--- config.mk ---
export PLATFORM = sky130hd
export DESIGN_NAME = circular_queue_with_negative_purge
export DESIGN_NICKNAME = d
export VERILOG_FILES = /design/src/hdl/cqnp_pkg.sv /design/src/hdl/cqnp_cell.sv /design/src/hdl/circular_queue_with_negative_purge.sv
export SDC_FILE = /design/constraint.sdc
export NUM_CORES = 1
export LEC_CHECK = 0
export ABC_CLOCK_PERIOD_IN_PS = 4630
export BUFFER_PORTS_ARGS = -buffer_cell sky130_fd_sc_hd__buf_2
export CAP_MARGIN = 20
export CORE_MARGIN = 8
export CORE_UTILIZATION = 41
export CTS_BUF_LIST = sky130_fd_sc_hd__clkbuf_4 sky130_fd_sc_hd__clkbuf_8
export CTS_CLUSTER_SIZE = 30
export DETAILED_ROUTE_END_ITERATION = 6
export SYNTH_ARGS = -nofsm -noshare
export SYNTH_HDL_FRONTEND = slang
export SYNTH_SLANG_ARGS = --single-unit
--- constraint.sdc ---
create_clock -name clk -period 4.63 [get_ports clk]
set_input_delay 0 -clock clk [delete_from_list [all_inputs] [get_ports clk]]
set_output_delay 0 -clock clk [all_outputs]
set_load 0.01 [all_outputs]
--- src/hdl/cqnp_pkg.sv ---
// ---------------------------------------------------------------------------
// cqnp_pkg
// types and constants shared by the queue, its cells and its checker
// ---------------------------------------------------------------------------
package cqnp_pkg;

  localparam int DEPTH_DEF = 16;
  localparam int WORD_W    = 32;
  localparam int CAP_W     = 5;
  localparam int COUNT_W   = 5;
  localparam int CAP_RESET = 16;

  typedef enum logic [1:0] {
    ACT_ENQ   = 2'd0,
    ACT_DEQ   = 2'd1,
    ACT_PURGE = 2'd2,
    ACT_NOP   = 2'd3
  } action_t;

  typedef enum logic {
    ST_IDLE,
    ST_PURGE
  } state_t;

  typedef struct packed {
    action_t                  action;
    logic signed [WORD_W-1:0] value;
  } item_t;

  typedef struct packed {
    logic signed [WORD_W-1:0] popped_value;
    logic                     done_ok;
    logic signed [WORD_W-1:0] head_value;
    logic                     head_valid;
    logic [COUNT_W-1:0]       fill_count;
    logic                     is_full;
    logic                     is_empty;
  } result_t;

  typedef struct packed {
    logic shift;
    logic load_head;
    logic load_in;
  } cell_ctl_t;

endpackage

--- src/hdl/cqnp_cell.sv ---
// ---------------------------------------------------------------------------
// cqnp_cell
// one queue slot: loads a new word, the recycled head word or its neighbour
// ---------------------------------------------------------------------------
module cqnp_cell (
  input  logic                            clk,
  input  cqnp_pkg::cell_ctl_t             ctl,
  input  logic [cqnp_pkg::WORD_W-1:0]     in_word,
  input  logic [cqnp_pkg::WORD_W-1:0]     head_word,
  input  logic [cqnp_pkg::WORD_W-1:0]     right_word,
  output logic [cqnp_pkg::WORD_W-1:0]     word
);

  always_ff @(posedge clk) begin
    if (ctl.load_in) begin
      word <= in_word;
    end else if (ctl.load_head) begin
      word <= head_word;
    end else if (ctl.shift) begin
      word <= right_word;
    end
  end

endmodule

--- src/hdl/circular_queue_with_negative_purge.sv ---
// ---------------------------------------------------------------------------
// circular_queue_with_negative_purge
// FIFO of signed words held as a row of cells, head in cell 0
// ---------------------------------------------------------------------------
// Usage:
//   An item (action, value) is taken at a clock edge with start high and
//   busy low. One result beat follows for every item, on result with strobe
//   high for exactly one cycle; the receiver cannot stall it.
//   Enqueue, dequeue and the unused action code: result in the cycle after
//   the item is taken, and a new item may be taken in every cycle.
//   Purge: the cells rotate once per held word, with busy high while they
//   rotate, and the result comes in the cycle after the last rotation (an
//   empty queue does not rotate). Each rotation step moves the head word
//   to the tail if it is not negative and drops it otherwise.
//   Capacity is written on cfg_data with cfg_valid, taken when cfg_ready is
//   high (whenever no purge runs); a write empties the queue.
//   Reset (rst, synchronous) empties the queue, sets the capacity to 16
//   (or DEPTH if smaller) and drops any pending result beat.
// ---------------------------------------------------------------------------
module circular_queue_with_negative_purge #(
  parameter int DEPTH = cqnp_pkg::DEPTH_DEF
) (
  input  logic                        clk,
  input  logic                        rst,
  input  logic                        start,
  output logic                        busy,
  input  cqnp_pkg::item_t             item,
  output logic                        strobe,
  output cqnp_pkg::result_t           result,
  input  logic                        cfg_valid,
  output logic                        cfg_ready,
  input  logic [cqnp_pkg::CAP_W-1:0]  cfg_data
);

  localparam int CNT_W     = $clog2(DEPTH + 1);
  localparam int OUT_CNT_W = cqnp_pkg::COUNT_W;
  localparam int WORD_W    = cqnp_pkg::WORD_W;
  localparam int CAP_INIT  = (cqnp_pkg::CAP_RESET > DEPTH) ? DEPTH : cqnp_pkg::CAP_RESET;

  cqnp_pkg::state_t    state, state_next;
  logic [CNT_W-1:0]    count, count_next;
  logic [CNT_W-1:0]    steps, steps_next;
  logic [CNT_W-1:0]    eff_cap, eff_cap_next;
  logic                strobe_next;
  logic [WORD_W-1:0]   popped, popped_next;
  logic                ok, ok_next;
  logic [CNT_W-1:0]    cap_new;

  logic                accept;
  logic                shift_all;
  logic                load_head;
  logic                load_in;

  logic [WORD_W-1:0]   word [DEPTH];
  cqnp_pkg::cell_ctl_t ctl  [DEPTH];

  assign accept    = start && !busy;
  assign busy      = (state != cqnp_pkg::ST_IDLE);
  assign cfg_ready = (state == cqnp_pkg::ST_IDLE);

  // clamp the written capacity into 1..DEPTH
  always_comb begin
    if (cfg_data == '0) begin
      cap_new = CNT_W'(1);
    end else if (int'(cfg_data) > DEPTH) begin
      cap_new = CNT_W'(DEPTH);
    end else begin
      cap_new = CNT_W'(cfg_data);
    end
  end

  always_ff @(posedge clk) begin
    if (rst) begin
      state   <= cqnp_pkg::ST_IDLE;
      count   <= '0;
      steps   <= '0;
      eff_cap <= CNT_W'(CAP_INIT);
      strobe  <= 1'b0;
    end else begin
      state   <= state_next;
      count   <= count_next;
      steps   <= steps_next;
      eff_cap <= eff_cap_next;
      strobe  <= strobe_next;
    end
  end

  always_ff @(posedge clk) begin
    popped <= popped_next;
    ok     <= ok_next;
  end

  always_comb begin
    state_next   = state;
    count_next   = count;
    steps_next   = steps;
    eff_cap_next = eff_cap;
    strobe_next  = 1'b0;
    popped_next  = popped;
    ok_next      = ok;
    shift_all    = 1'b0;
    load_head    = 1'b0;
    load_in      = 1'b0;
    case (state)
      cqnp_pkg::ST_IDLE: begin
        if (accept) begin
          popped_next = '0;
          ok_next     = 1'b0;
          strobe_next = 1'b1;
          case (item.action)
            cqnp_pkg::ACT_ENQ: begin
              if (count < eff_cap) begin
                load_in    = 1'b1;
                count_next = count + 1'b1;
                ok_next    = 1'b1;
              end
            end
            cqnp_pkg::ACT_DEQ: begin
              if (count != '0) begin
                shift_all   = 1'b1;
                popped_next = word[0];
                count_next  = count - 1'b1;
                ok_next     = 1'b1;
              end
            end
            cqnp_pkg::ACT_PURGE: begin
              if (count != '0) begin
                state_next  = cqnp_pkg::ST_PURGE;
                steps_next  = count;
                strobe_next = 1'b0;
              end
            end
            default: begin
            end
          endcase
        end
        if (cfg_valid) begin
          eff_cap_next = cap_new;
          count_next   = '0;
        end
      end
      cqnp_pkg::ST_PURGE: begin
        // rotate: head word goes to the tail unless it is negative
        shift_all = 1'b1;
        if (!word[0][WORD_W-1]) begin
          load_head = 1'b1;
        end else begin
          count_next = count - 1'b1;
        end
        steps_next = steps - 1'b1;
        if (steps == CNT_W'(1)) begin
          state_next  = cqnp_pkg::ST_IDLE;
          strobe_next = 1'b1;
        end
      end
      default: begin
        state_next = cqnp_pkg::ST_IDLE;
      end
    endcase
  end

  always_comb begin
    for (int i = 0; i < DEPTH; i++) begin
      ctl[i].shift     = shift_all;
      ctl[i].load_head = load_head && (count - 1'b1 == CNT_W'(i));
      ctl[i].load_in   = load_in && (count == CNT_W'(i));
    end
  end

  for (genvar g = 0; g < DEPTH; g++) begin : g_cell
    logic [WORD_W-1:0] right;
    if (g == DEPTH - 1) begin : g_last
      assign right = '0;
    end else begin : g_mid
      assign right = word[g+1];
    end
    cqnp_cell u_cell (
      .clk        (clk),
      .ctl        (ctl[g]),
      .in_word    (item.value),
      .head_word  (word[0]),
      .right_word (right),
      .word       (word[g])
    );
  end

  assign result.popped_value = popped;
  assign result.done_ok      = ok;
  assign result.head_value   = (count != '0) ? word[0] : '0;
  assign result.head_valid   = (count != '0);
  assign result.fill_count   = OUT_CNT_W'(count);
  assign result.is_full      = (count == eff_cap);
  assign result.is_empty     = (count == '0);

endmodule

==> flow_summary.toml, run 1 <==
[floorplan]
die-area_um2 = 78100
row_count = 96
start_util = 0.414
core_um2 = 68700
io_pins = 119
die_w_um = 279
die_h_um = 279

[route]
wl_per_cell_um = 21.2
final_antenna_net_count = 0
drcViolationCount = 0
routed_wl_um = 85700
viasPerCell = 5.65
drt_pre_antenna_iters = 7
vias = 22800
drtIter0Drc = 2412

[clock_tree]
cts_buffers = 97
cts_buffer_depth = 3
htree_levels = 3
post_cts_resize_count = 0
clkTransAtPathRegs_ns = 0.06
cts_root_buf = "clkbuf_8"
cts_tree = "yes"
clock_latency_ns = 0.69
clock_sinks = 562

[logic_synthesis]
netlist_area_um2 = 28500
synth_cell_types = 68
synthFlopType = "edfxtp_1"
synthAdderAreaFrac = 0.00615
syn_avg_cell_area_um2 = 9.53
muxShareOfSynthArea = 0.0207
synth_top_family_by_area = "simple AND/OR/NAND/NOR gates"
synth_edf_count = 545
seq_area_frac_synth = 0.587
synth_compound_area_frac = 0.147
synth_warnings = 0
synth-xor-area-share = 0.00119
ys_ff_latch = 562
async_reset_ff_frac = 0
yosys.area_share.simple = 0.191
synth_fp_nets = 3043
syn_inst = 2986

[critical_path]
worstSetupPathType = "reg -> reg"
slowest_stage = "or4_2"
start_kind = "flip-flop"
max_stage_delay_ns = 0.97
end_kind = "flip-flop"
worst_ep_arrival_time_ns = 4.03
cp_cell_sequence = "ha_1 -> a2111oi_4 -> o21ai_2 -> or4_2 -> nand2_2"
cp.required_ns = 4.93
r2r_cells = 5
critPathMaxFanout = 32

[flow_run]
maxCapViolations = 0

[sta]
finalWorstSetupSlack_ns = 0.900
hold_viol = 0
worst_pin_slew_ns = 1.06
fin_crit_sh = 0.806
fin_skew_ns = 0.0218
timing.fmax_ghz = 0.268
finalSetupViolations = 0
tns_ns = 0
period_needed_ns = 3.73
rsz0062_at_grt = "no"
slew_headroom = 0.291
whs_ns = 0.156
slew_viol_final = 0

[power_and_ir_drop]
total_power_mw = 12.4
power_per_cell_area_nw_per_um2 = 385
ir_worst_vdd_mv = 0.197
total_leakage_power_nw = 12.2

[global_route]
grt_max_degree = 65
gr-total-overflow = 0
grtUsageTotal = 0.214
grt_pass1_vias = 22000
antenna_found_initial = 1
grt_pass1_wl_um = 132000

[place]
placed_area_um2 = 29800
port_buffers = 118
hpwl_um = 55500
pre_cts_slack_ns = 0.915
gp_congestion = 0.875

[final_layout]
layout-drive-gt1-share = 0.139
final_nets = 3082
area_growth_pct = 13.0
finalInstanceArea_um2 = 32200

[min_path]
hold_path_class = "in -> reg"
hold_path_depth = 5

[status]
status = "completed"
[metal layers]
layer | routed length, um | up-vias | track usage | share of wire
li1 | - | 10600 | - | -
met1 | 36400 | 11000 | 0.289 | 0.42
met2 | 39400 | 1109 | 0.345 | 0.46
met3 | 7400 | 144 | 0.0384 | 0.086
met4 | 2490 | 0 | 0.0774 | 0.029
met5 | 0 | - | 0 | 0
[final timing paths]
path                         start                                  end  slack (ns)
max          count[4]$_SDFFE_PP0P_  g_cell[5].u_cell.word[30]$_DFFE_PP_        0.90
min                       item[33]                count[4]$_SDFFE_PP0P_        0.16
max reg2reg  count[4]$_SDFFE_PP0P_  g_cell[5].u_cell.word[30]$_DFFE_PP_        0.90
min reg2reg  steps[0]$_SDFFE_PP0P_                steps[0]$_SDFFE_PP0P_        0.53
[placed cells by master, fill, tap and decap left out, drive strengths merged, types with 16 or more instances in the layout]
cell type / n
inv: 16
a21oi: 356
mux2: 32
o21ai: 22
nor3: 16
nand3: 29
nand2: 698
nor2: 464
buf: 193
edfxtp: 545
clkinv: 42
and2: 39
clkbuf: 131
a22o: 32
mux2i: 23
dfxtp: 17
a31oi: 256
dlygate4sd3: 50
nor2b: 39
[critical path, delay by kind of cell (launching register included)]
family | cells | cell delay [ns]
compound gates | 2 | 0.72
fa+ha+maj | 1 | 0.36
flops | 1 | 0.56
simple gates | 2 | 1.67
[registers in the layout, indices dropped and copies added (netlist names)]
signal              flops
busy                    1
count                   5
strobe                  1
popped                 32
eff_cap                 5
g_cell.u_cell.word    512
steps                   5
ok                      1
[Yosys cell counts, drive strengths merged (2+ instances only)]
library cell | count | share of area
nand3 | 29 | 0.0051
xnor2 | 2 | 0.00088
a22o | 32 | 0.0098
a31oi | 256 | 0.056
and2 | 39 | 0.0086
and3 | 4 | 0.00088
o211ai | 8 | 0.0026
o21a | 3 | 0.00079
nor2b | 39 | 0.0086
or2 | 2 | 0.00044
or3 | 4 | 0.00088
nor2 | 464 | 0.061
nand4 | 10 | 0.0022
mux2i | 23 | 0.0081
a21oi | 356 | 0.063
a32o | 2 | 0.00070
clkbuf | 197 | 0.026
nor3b | 4 | 0.0015
mux2 | 32 | 0.013
o21ai | 22 | 0.0040
or4 | 3 | 0.00079
buf | 106 | 0.019
a32oi | 2 | 0.00062
o32a | 2 | 0.00070
dfxtp | 17 | 0.012
o221a | 2 | 0.00079
nand2b | 6 | 0.0013
inv | 14 | 0.0018
edfxtp | 545 | 0.58
nand2 | 698 | 0.092
a211oi | 9 | 0.0037
nor4 | 6 | 0.0025
ha | 14 | 0.0062
nor3 | 16 | 0.0039
[cell families after synthesis]
group,Yosys count
and+or+nand+nor,1328
AOI/OAI and AO/OA,706
DFF,562
buffers and inverters,318
muxes,55
adders and majority gates,14
xor gates and xnor gates,3
[report_power, final]
group | total [mW] | switching, mW | internal, mW
logic | 1.53 | 1.06 | 0.475
clock network | 4.37 | 2.07 | 2.30
registers | 6.47 | 0.334 | 6.14
[timing repair]
action,4_1_cts,5_1_grt
endpoints found under the hold margin,508,0
buffers inserted,0,0
hold buffers,50,0
[layout make-up]
class | count | area, um^2
clock inverters | 46 | 245
diodes | 1 | 2.50
multi-input cells | 2106 | 10700
well taps | 931 | 1160
clock buffers | 131 | 1600
repair buffers | 243 | 1740
inverters | 15 | 56.3
flip-flops and latches | 562 | 16700
fillers | 6441 | 36500
[metrics by stage]
stage                     cells  utilization
after floorplan            2986            -
after global placement     3801        0.432
after detailed placement   3805        0.434
after CTS                  4032        0.468
after global routing       4035        0.468
final                      4035        0.468
Power figures use the tool's default switching activity.
==> run 2, diff against run 1 <==
--- a/config.mk
+++ b/config.mk
@@ -5,7 +5,7 @@
 export SDC_FILE = /design/constraint.sdc
 export NUM_CORES = 1
 export LEC_CHECK = 0
-export ABC_CLOCK_PERIOD_IN_PS = 4630
+export ABC_CLOCK_PERIOD_IN_PS = 3600
 export BUFFER_PORTS_ARGS = -buffer_cell sky130_fd_sc_hd__buf_2
 export CAP_MARGIN = 20
 export CORE_MARGIN = 8
==> constraint.sdc (replaced) <==
create_clock -name clk -period 3.6 [get_ports clk]
set_input_delay 0 -clock clk [delete_from_list [all_inputs] [get_ports clk]]
set_output_delay 0 -clock clk [all_outputs]
set_load 0.01 [all_outputs]
==> flow_summary.toml, run 2 (synthesis results as in run 1) <==
[global_route]
grtUsageTotal = 0.244
gr-total-overflow = 0
grt_max_degree = 66
grt_pass1_vias = 23600
antenna_found_initial = 1
grt_pass1_wl_um = 146000

[final_layout]
final_nets = 3111
final_common_cell = "nand2_1"
multiInputGateArea_um2 = 10600
top_register = "g_cell.u_cell.word"
finalInstanceArea_um2 = 32400
layout_common_cells = "nand2_1, edfxtp_1, nor2_1, a21oi_1, a31oi_1"
fillerInstances = 6339
layout-drive-gt1-share = 0.143
largest_register_ffs = 512
regArea_um2 = 16700
largestRegisters = "g_cell.u_cell.word: 512 flops, popped: 32 flops"
area_growth_pct = 13.9

[clock_tree]
clkTransAtPathRegs_ns = 0.07
cts_buffer_depth = 3
clock_latency_ns = 0.72
cts_buffers = 95
clock_sinks = 562
cts_root_buf = "clkbuf_8"
cts_tree = "yes"
htree_levels = 3

[status]
status = "completed"

[critical_path]
worstSetupPathType = "reg -> reg"
cp_cell_sequence = "inv_1 -> ha_1 -> nor2b_1 -> nand2_2 -> inv_2 -> buf_8 -> or3b_2 -> dlygate4sd3_1 -> o211ai_1 -> dlygate4sd3_1 -> a21oi_1"
regToRegSetupSlack_ns = 0.22
end_kind = "flip-flop"
cp_num_buf_inv = 5
worst_ep_arrival_time_ns = 3.96
slowest_stage = "dlygate4sd3_1"
critPathMaxFanout = 37
cp.required_ns = 4.18
path_delay_family = "buffers and inverters"
r2r_cells = 11
cp_common_cell = "dlygate4sd3_1"
regToRegEndpoint = "steps[2]$_SDFFE_PP0P_"
max_stage_delay_ns = 0.61
r2r-start = "count[1]$_SDFFE_PP0P_"
start_kind = "flip-flop"

[route]
routed_wl_um = 97700
drt_pre_antenna_iters = 6
drcViolationCount = 0
wl_per_cell_um = 24.1
drtIter0Drc = 2719
final_antenna_net_count = 0
viasPerCell = 5.92
vias = 24000

[sta]
finalSetupViolations = 0
slew_headroom = 0.346
timing.fmax_ghz = 0.296
rsz0062_at_grt = "no"
fin_skew_ns = 0.0386
fin_crit_sh = 0.938
worst_pin_slew_ns = 0.980
tns_ns = 0
period_needed_ns = 3.38
slew_viol_final = 0
hold_viol = 0

[place]
port_buffers = 118
placed_area_um2 = 30000
gp_congestion = 0.861
hpwl_um = 58000

[min_path]
hold_path_depth = 5
hold_start = "item[33]"
hold_path_class = "in -> reg"
whs_endpoint = "steps[1]$_SDFFE_PP0P_"

[floorplan]
die_h_um = 279
core_um2 = 68700
die_w_um = 279
die-area_um2 = 78100
row_count = 96
start_util = 0.414
io_pins = 119

[power_and_ir_drop]
total_power_mw = 16.1
total_leakage_power_nw = 12.3
ir_worst_vdd_mv = 0.255
power_per_cell_area_nw_per_um2 = 496

[flow_run]
maxCapViolations = 0
-- run 2: worst reg2reg max path: cells and delay by family (launching register included) --
family | cells | cell delay [ns]
adder cells (fa/ha/maj) | 1 | 0.22
buffers and inverters | 5 | 1.59
flip-flops | 1 | 0.39
AND/OR/NAND/NOR | 3 | 0.84
AO/OA/AOI/OAI | 2 | 0.22
-- run 2: area by class of cell --
| type | count | share of cell area |
|---|---|---|
| repair buffers | 274 | 0.0635 |
| well taps | 931 | 0.0359 |
| clock buffers | 128 | 0.0482 |
| inverters | 15 | 0.00185 |
| clock inverters | 40 | 0.00764 |
| multi-input cells | 2106 | 0.328 |
| diodes | 2 | 0.000154 |
| flip-flops and latches | 562 | 0.515 |
-- run 2: how the worst max path moves through the flow --
stage | from | to | slack, ns | cells past startpoint
finish | count[1]$_SDFFE_PP0P_ | steps[2]$_SDFFE_PP0P_ | 0.22 | 11
global route | count[0]$_SDFFE_PP0P_ | steps[2]$_SDFFE_PP0P_ | 0.04 | 11
global placement | eff_cap[4]$_SDFFE_PP1P_ | g_cell[0].u_cell.word[18]$_DFFE_PP_ | 0.61 | 8
floorplan | count[0]$_SDFFE_PP0P_ | g_cell[10].u_cell.word[0]$_DFFE_PP_ | 0.15 | 11
CTS | count[0]$_SDFFE_PP0P_ | steps[2]$_SDFFE_PP0P_ | 0.06 | 11
detailed placement | count[0]$_SDFFE_PP0P_ | g_cell[7].u_cell.word[2]$_DFFE_PP_ | 0.51 | 9
-- run 2: repair_timing --
| action | CTS | global route |
|---|---|---|
| resized for setup | 0 | 4 |
| setup endpoints to repair | 0 | 2 |
| buffers inserted | 0 | 0 |
| hold endpoints to repair | 522 | 0 |
| hold buffers | 55 | 0 |
-- run 2: layer usage --
| layer | part of all wire | global-route usage | routed length, um | up-vias |
|---|---|---|---|---|
| li1 | - | - | - | 10600 |
| met1 | 0.40 | 0.313 | 38700 | 11700 |
| met2 | 0.46 | 0.393 | 45000 | 1424 |
| met3 | 0.093 | 0.0422 | 9040 | 264 |
| met4 | 0.050 | 0.128 | 4920 | 0 |
| met5 | 0 | 0 | 0 | - |
-- run 2: metrics by stage --
step	setup slack, ns	util	hold slack (ns)	cells
after floorplan	0.153	-	0.153	2986
after global placement	0.612	0.437	0.310	3831
after detailed placement	0.507	0.437	0.354	3831
after CTS	0.0576	0.471	0.0308	4054
after global routing	0.0409	0.472	0.120	4058
final	0.222	0.472	0.0983	4058
-- run 2: power by group --
group | switching, mW | internal, mW
Clock | 2.70 | 2.96
Sequential | 0.398 | 7.89
Combinational | 1.47 | 0.677
==> run 3, diff against run 2 <==
--- a/config.mk
+++ b/config.mk
@@ -13,6 +13,7 @@
 export CTS_BUF_LIST = sky130_fd_sc_hd__clkbuf_4 sky130_fd_sc_hd__clkbuf_8
 export CTS_CLUSTER_SIZE = 30
 export DETAILED_ROUTE_END_ITERATION = 6
+export PLACE_DENSITY = 0.59
 export SYNTH_ARGS = -nofsm -noshare
 export SYNTH_HDL_FRONTEND = slang
 export SYNTH_SLANG_ARGS = --single-unit
==> flow_summary.toml, run 3 (synthesis results as in run 1) <==
[status]
status = "completed"

[floorplan]
die_h_um = 279
start_util = 0.414
core_um2 = 68700
die_w_um = 279
die-area_um2 = 78100
io_pins = 119
row_count = 96

[global_route]
grtUsageTotal = 0.238
grt_max_degree = 66
grt_pass1_wl_um = 144000
antenna_found_initial = 2
gr-total-overflow = 0
grt_pass1_vias = 23500

[min_path]
hold_start = "item[31]"
hold_path_class = "in -> reg"

[clock_tree]
clkTransAtPathRegs_ns = 0.06
clock_sinks = 562
postCtsSetupBuffers = 0
cts_tree = "yes"
post_cts_resize_count = 0
htree_levels = 3
cts_root_buf = "clkbuf_8"
cts_buffer_depth = 3
cts_buffers = 98
clock_latency_ns = 0.70

[sta]
timing.fmax_ghz = 0.307
slew_viol_final = 0
rsz0062_at_grt = "no"
finalWorstSetupSlack_ns = 0.339
whs_ns = 0.164
finalSetupViolations = 0
tns_ns = 0
period_needed_ns = 3.26
hold_viol = 0
slew_headroom = 0.325
fin_crit_sh = 0.906
fin_skew_ns = 0.0285
worst_pin_slew_ns = 1.01

[power_and_ir_drop]
ir_worst_vdd_mv = 0.309
power_per_cell_area_nw_per_um2 = 496
p_comb_frac = 0.130
clkPwrFrac = 0.356
p_int_mw = 11.6
p_sw_mw = 4.56
total_power_mw = 16.1
p_seq_frac = 0.514
switching_share = 0.283
total_leakage_power_nw = 12.3

[critical_path]
start_kind = "flip-flop"
cp_num_buf_inv = 2
cp_common_cell = "a21oi_1"
max_stage_delay_ns = 0.78
startpoint = "count[0]$_SDFFE_PP0P_"
cp_cell_sequence = "inv_1 -> ha_1 -> nor3b_4 -> xnor2_4 -> a211oi_2 -> buf_4 -> a21oi_1 -> a21oi_1"
r2r-start = "count[0]$_SDFFE_PP0P_"
slowest_stage = "a211oi_2"
worstSetupPathType = "reg -> reg"
cp.required_ns = 4.14
end_kind = "flip-flop"
critPathMaxFanout = 17
path_delay_family = "compound AO/OA/AOI/OAI gates"
worst_ep_arrival_time_ns = 3.80

[place]
dpl.cell_count = 3833
placed_area_um2 = 30100
pre_cts_slack_ns = 0.449
port_buffers = 118
hpwl_um = 57500
gp_congestion = 0.871

[final_layout]
final_nets = 3112
finalInstanceArea_um2 = 32500
layout-drive-gt1-share = 0.145
layoutNonFillerInstCount = 4066
top_register = "g_cell.u_cell.word"
largestRegisters = "g_cell.u_cell.word: 512 flops, popped: 32 flops"
final_common_cell = "nand2_1"
largest_register_ffs = 512
area_growth_pct = 14.1
layout_common_cells = "nand2_1, edfxtp_1, nor2_1, a21oi_1, a31oi_1"
utilization = 0.473

[route]
drt_pre_antenna_iters = 5
routed_wl_um = 95300
viasPerCell = 5.80
drtIter0Drc = 2304
drcViolationCount = 0
final_antenna_net_count = 0
vias = 23600
wl_per_cell_um = 23.4

[flow_run]
maxCapViolations = 0
run 3: cell types whose count changed in the layout (fill, tap and decap cells not counted), moves of 3 or more:
cell and delta:
clkinv_2 +3, clkbuf_8 +4, buf_12 +5, clkinv_1 +3
run 3: worst paths after layout:
kind / end / slack, ns / cells past startpoint
max: g_cell[10].u_cell.word[26]$_DFFE_PP_ / 0.34 / 8
min reg2reg: steps[0]$_SDFFE_PP0P_ / 0.54 / 2
min: g_cell[15].u_cell.word[31]$_DFFE_PP_ / 0.16 / 3
max reg2reg: g_cell[10].u_cell.word[26]$_DFFE_PP_ / 0.34 / 8
run 3: timing repair:
item	CTS	global route
hold buffers	53	0
endpoints found under the setup margin	0	0
endpoints found under the hold margin	531	0
run 3: worst reg2reg max path: stages, from the launching register on:
cell and delay, ns:
dfxtp_1 0.31, inv_1 0.14, ha_1 0.43, nor3b_4 0.39, xnor2_4 0.32, a211oi_2 0.79, buf_4 0.38, a21oi_1 0.10
a21oi_1 0.22
run 3: cell type report:
class / count / area [um^2]
clock inverter: 45 / 234
multi-input combinational: 2106 / 10600
sequential: 562 / 16700
tap: 931 / 1160
clock buffer: 134 / 1630
inverter: 15 / 60.1
timing repair buffer: 272 / 2050
antenna: 1 / 2.50
fill: 6516 / 36200
run 3: power by group through the flow:
stage	clock network, mW	logic [mW]	registers [mW]
6_report	5.73	2.09	8.28
5_1_grt	6.12	2.26	8.33
4_1_cts	5.82	2.09	8.28
3_5_place_dp	0	2.04	8.41
3_3_place_gp	0	1.99	8.40
2_1_floorplan	0	1.30	8.15
run 3: routing by layer:
layer,GRT usage,part of all wire,up-vias
met2,0.395,0.47,1139
met4,0.100,0.036,0
met1,0.305,0.41,11600
li1,-,-,10600
met3,0.0451,0.083,198
met5,0,0,-
